`config.mk`:
```
export PLATFORM = sky130hd
export DESIGN_NAME = lz78_ctrl
export DESIGN_NICKNAME = d
export VERILOG_FILES = /design/src/lz78_pkg.sv /design/src/lz78_ctrl.sv
export SDC_FILE = /design/constraint.sdc
export NUM_CORES = 1
export LEC_CHECK = 0
export BUFFER_PORTS_ARGS = -buffer_cell sky130_fd_sc_hd__buf_2
export CORE_AREA = 2 2 39 41
export CTS_CLUSTER_DIAMETER = 100
export DETAILED_ROUTE_END_ITERATION = 10
export DIE_AREA = 0 0 41 43
export MAX_ROUTING_LAYER = met4
export PLACE_DENSITY = 0.7
export RECOVER_POWER = 50
export SETUP_SLACK_MARGIN = 0.1
export SYNTH_ARGS = -nofsm -noshare
export SYNTH_HDL_FRONTEND = slang
export SYNTH_SLANG_ARGS = --single-unit
export TNS_END_PERCENT = 1
```
`constraint.sdc`:
```
create_clock -name clk -period 1.3 [get_ports clk]
set_input_delay 0 -clock clk [delete_from_list [all_inputs] [get_ports clk]]
set_output_delay 0 -clock clk [all_outputs]
set_load 0.1 [all_outputs]
```
`src/lz78_pkg.sv`:
```
// ----------------------------------------------------------------------------
// lz78_pkg
// Shared constants and types of the LZ78 dictionary encoder.
// ----------------------------------------------------------------------------
package lz78_pkg;
	localparam int MAX_WIDTH_DEF   = 12;
	localparam int TABLE_SLOTS_DEF = 8192;
	localparam int BYTE_W          = 8;
	localparam int CFG_W           = 4;
	localparam int IDX_W           = 13;
	localparam int CW_W            = 4;
	localparam logic [CFG_W-1:0] CFG_RESET = 4'd12;
	localparam logic [31:0] HASH_MUL = 32'd2654435761;
	localparam int HASH_SHIFT = 7;

	// controller -> datapath commands
	typedef struct packed {
		logic take;     // latch input item, start hash
		logic hash2;    // second hash stage
		logic rd;       // issue read at probe position
		logic adv;      // step probe position
		logic wr;       // write new entry at probe position
		logic tok;      // load output token
		logic fin;      // token is flush token
		logic upd;      // update match/width after token
		logic match;    // follow found entry
		logic clr;      // start clear sweep
		logic clr_step; // clear one slot
	} cmd_t;

	typedef struct packed {
		logic first;     // dictionary empty
		logic hit;       // probed slot matches
		logic empty;     // probed slot empty
		logic wrapped;   // probe walked all slots
		logic eoi;       // latched end flag
		logic over;      // width above limit after update
		logic clr_done;  // clear sweep at last slot
	} sts_t;
endpackage

```
`src/lz78_ctrl.sv`:
```
// ----------------------------------------------------------------------------
// lz78_ctrl
// Sequencer: hash, probe, insert, token, clear sweep.
// ----------------------------------------------------------------------------
module lz78_ctrl (
	input  logic clk,
	input  logic arst_n,
	input  logic in_valid,
	output logic in_ready,
	output logic out_valid,
	input  logic out_ready,
	output lz78_pkg::cmd_t cmd,
	input  lz78_pkg::sts_t sts
);
	localparam logic [2:0] S_CLR  = 3'd0;
	localparam logic [2:0] S_IDLE = 3'd1;
	localparam logic [2:0] S_HASH = 3'd2;
	localparam logic [2:0] S_RD   = 3'd3;
	localparam logic [2:0] S_CHK  = 3'd4;
	localparam logic [2:0] S_INS  = 3'd5; // probing for a free slot
	localparam logic [2:0] S_ICHK = 3'd6;
	localparam logic [2:0] S_POST = 3'd7;

	logic [2:0] state_q, state_nx;
	logic ov_q, ov_nx;
	logic tok_ok;

	// token register may be loaded when empty or leaving this cycle
	assign tok_ok = !ov_q || out_ready;
	assign out_valid = ov_q;
	assign in_ready = (state_q == S_IDLE);

	always_comb begin
		cmd = '0;
		state_nx = state_q;
		ov_nx = ov_q && !out_ready;
		case (state_q)
			S_CLR: begin
				cmd.clr_step = 1'b1;
				if (sts.clr_done) state_nx = S_IDLE;
			end
			S_IDLE: begin
				if (in_valid) begin
					cmd.take = 1'b1;
					state_nx = S_HASH;
				end
			end
			S_HASH: begin
				cmd.hash2 = 1'b1;
				state_nx = S_RD;
			end
			S_RD: begin
				cmd.rd = 1'b1;
				state_nx = sts.first ? S_ICHK : S_CHK;
			end
			S_CHK: begin
				if (!sts.empty && !sts.hit && !sts.wrapped) begin
					cmd.adv = 1'b1;
					state_nx = S_RD;
				end else if (sts.hit && !sts.wrapped) begin
					if (sts.eoi) begin
						if (tok_ok) begin
							cmd.tok = 1'b1;
							cmd.fin = 1'b1;
							ov_nx = 1'b1;
							cmd.clr = 1'b1;
							state_nx = S_CLR;
						end
					end else begin
						cmd.match = 1'b1;
						state_nx = S_IDLE;
					end
				end else begin
					// miss: empty slot at pos already, or table full
					state_nx = S_ICHK;
				end
			end
			S_ICHK: begin
				if (tok_ok) begin
					if (sts.empty && !sts.wrapped) cmd.wr = 1'b1;
					cmd.tok = 1'b1;
					ov_nx = 1'b1;
					state_nx = S_POST;
				end
			end
			S_INS: begin
				cmd.rd = 1'b1;
				state_nx = S_ICHK;
			end
			S_POST: begin
				cmd.upd = 1'b1;
				// clear when the grown width passes the limit or the stream ends
				if (sts.over || sts.eoi) begin
					cmd.clr = 1'b1;
					state_nx = S_CLR;
				end else begin
					state_nx = S_IDLE;
				end
			end
			default: state_nx = S_CLR;
		endcase
	end

	always_ff @(posedge clk or negedge arst_n) begin
		if (!arst_n) begin
			state_q <= S_CLR;
			ov_q <= 1'b0;
		end else begin
			ov_q <= ov_nx;
			state_q <= state_nx;
		end
	end

	assert property (@(posedge clk) disable iff (!arst_n)
		(state_q == S_CLR) |-> !in_ready)
		else $error("input taken during clear");
	assert property (@(posedge clk) disable iff (!arst_n)
		cmd.tok |-> tok_ok)
		else $error("token overwrite");
	assert property (@(posedge clk) disable iff (!arst_n)
		(out_valid && !out_ready) |=> out_valid)
		else $error("token lost");
endmodule

```
==> summary.txt <==
Routing
  – DRC viols: 0
  – Routed wire length: 1506 um
  – Met3 wire len: 94 um
  – Vias per cell: 5.350
  – WL/cell: 14.62 um
  – M1 WL: 534 um
  – DRT iter0 DRCs: 8
  – DRT Pass-1 Iters: 4
  – DRT antenna net count: 0
  – Met2 Routed Length: 842 um
  – Max Used Layer: met4
  – Via count: 551

STA
  – Max Slew Vio Count: 0
  – Setup TNS: -1.313 ns
  – Post-Route Hold Slack: 0.07242 ns
  – Final setup fails: 13
  – Worst slew pin tran: 0.4831 ns
  – Final setup margin: -0.2000 ns
  – RSZ-0062 raised after global routing: true
  – Fin crit share: 115.4%
  – Crit path time final: 1.500 ns
  – Hold Violations, Final: 0
  – Slew HR: 68.01%
  – Skew final: 0.01095 ns
  – Max Clk Rate: 666.6 MHz

Floorplanning
  – Die ar.: 1763 um2
  – # IOs: 24
  – Die Y: 43 um
  – Core ar.: 1384 um2
  – Std cell rows: 14
  – Die W: 41 um
  – Initial Util: 30.38%

Synthesis
  – Top FF cell, synth: dfrtp_1
  – Yosys reg bits: 4
  – Synth top area share: 23.81%
  – Synth Area in Simple Gates: 44.05%
  – Distinct cell type count after synthesis: 30
  – Register area share after synthesis: 23.81%
  – Largest area contributor in the netlist: dfrtp_1
  – Synth Cell Area: 420.4 um2
  – Largest family of logic cells by synthesized area: simple AND/OR/NAND/NOR gates
  – Largest cells by area after synthesis: dfrtp_1 24%, a21oi_1 6.0%, nand2b_1 6.0%
  – Synth async-reset ratio: 100.0%
  – Mux cell area share after synthesis: 0%
  – Mean Syn Cell Area: 7.785 um2
  – Compound-Gate Fraction of Synth Area: 23.81%
  – Syn Inst Count: 54
  – Syn nets: 65
  – Synth Area in XOR/XNOR: 0%
  – Post-Synth Adder-Cell Area: 0%
  – Warnings, synthesis: 0
  – Number of synthesized flops with an enable pin: 0

Final layout
  – Most frequent cells in the layout: 12 x buf_12, 10 x buf_2, 6 x buf_4
  – Layout area overhead: 127.1%
  – Fillcell total: 99
  – Seq. cell area: 101.3 um2
  – Leading cell type in the layout, fill and taps excluded: buf_12
  – Fin nets: 100
  – Ant. Diodes: 0
  – Multi-input logic area: 405.4 um2
  – Share of cells above drive strength 1: 66.67%

Global route
  – Global route overflow: 0
  – Largest net degree at the start of global routing: 10
  – First-pass GRT wire length: 2270 um
  – Initial antenna violation count: 0
  – Global-route usage over all layers: 20.68%
  – Vias in the first global route: 507

Clocking
  – Htree depth: 1
  – CTS tree: built
  – CTS Buf Count: 3
  – Max Root-Sink Buffers: 2
  – CTS Sinks: 4
  – Root Driver: clkbuf_4
  – Worst skew pair latency: 0.25 ns
  – Clock slew at reported path FFs: 0.04 ns

Worst setup path
  – Largest stage delay on the critical path: 0.53 ns
  – Data arrival, critical path: 1.50 ns
  – WS Path Type: register to output port
  – CP Launch Type: register
  – Crit Path Max Fanout: 3
  – Worst path slowest cell: or4_4
  – Crit end category: output port
  – CP required: 1.30 ns
  – CP Cell Sequence: or4_4 -> nor2_4 -> buf_12
  – R2R depth: 6

Place
  – Gpl congestion: 0.7881
  – DP Wirelength: 1125 um
  – Buffers on Ports: 23

Outcome
  – Failing checks: setup timing
  – Status: finished, violations left

Flow run
  – Max Cap Viol: 0

Worst hold path
  – HP Class: input port to register
  – Hold Crit Depth: 3
==> Yosys cell counts (2+ instances only) <==
library cell / count
a31oi_1: 2
inv_1: 3
o21ai_1: 3
nor2_1: 3
dfrtp_1: 4
a21oi_1: 5
nand2b_1: 4
nor2b_1: 3
nor3_1: 4
nand2_1: 3
==> layout make-up <==
cell class | instances | share of cell area (%)
multi-input cells | 43 | 42.46
repair buffers | 34 | 41.28
flip-flops and latches | 4 | 10.62
clock buffers | 3 | 2.359
well taps | 16 | 2.097
inverters | 3 | 1.180
==> sequential cells by signal, indices dropped and copies added (netlist names) <==
signal,flops
state_q,3
out_valid,1
==> metal layers <==
layer,vias to the layer above,GRT usage (%)
met3,4,4.188
met4,0,16.00
met2,24,29.69
met1,259,23.86
li1,264,-
met5,-,-
==> worst max-delay path: cells and delay by family, from the launching register on <==
family | cells | cell delay (ns)
simple gates | 2 | 0.66
flops | 1 | 0.40
buf+inv | 1 | 0.18
==> logic make-up after synthesis <==
logic type             after synthesis
buffers and inverters                7
DFF                                  4
and+or+nand+nor                     28
AOI/OAI and AO/OA                   15
==> worst paths after layout <==
| check | end | startpoint | slack [ns] |
|---|---|---|---|
| max | cmd[7] | state_q[1] | -0.20 |
| min | state_q[1] | in_valid | 0.07 |
| max reg2reg | state_q[0] | state_q[2] | -0.14 |
| min reg2reg | out_valid | out_valid | 0.62 |
| max in group asynchronous | state_q[0] | arst_n | 0.93 |
| min in group asynchronous | state_q[2] | arst_n | 0.13 |
==> per-stage QoR <==
step           worst slack [ns]  area (um2)  std cells  utilization [%]
5_1_grt                 -0.2318       954.7        103            68.99
4_1_cts                 -0.2080       918.4        102            66.37
3_3_place_gp            0.01875       840.8         97            60.76
2_1_floorplan           -0.6808       489.2         54                -
6_report                -0.2000       954.7        103            68.99
3_5_place_dp           -0.02485       840.8         97            60.76
==> timing repair <==
action,in CTS,in global routing
endpoints found under the hold margin,4,0
resized for setup,8,9
pin swaps,5,5
buffers inserted,1,1
endpoints found under the setup margin,14,14
hold buffers,1,0
Power is left out: the tool's default activity adds up to more than one toggle a clock period on the data nets, which glitch-free logic cannot reach.
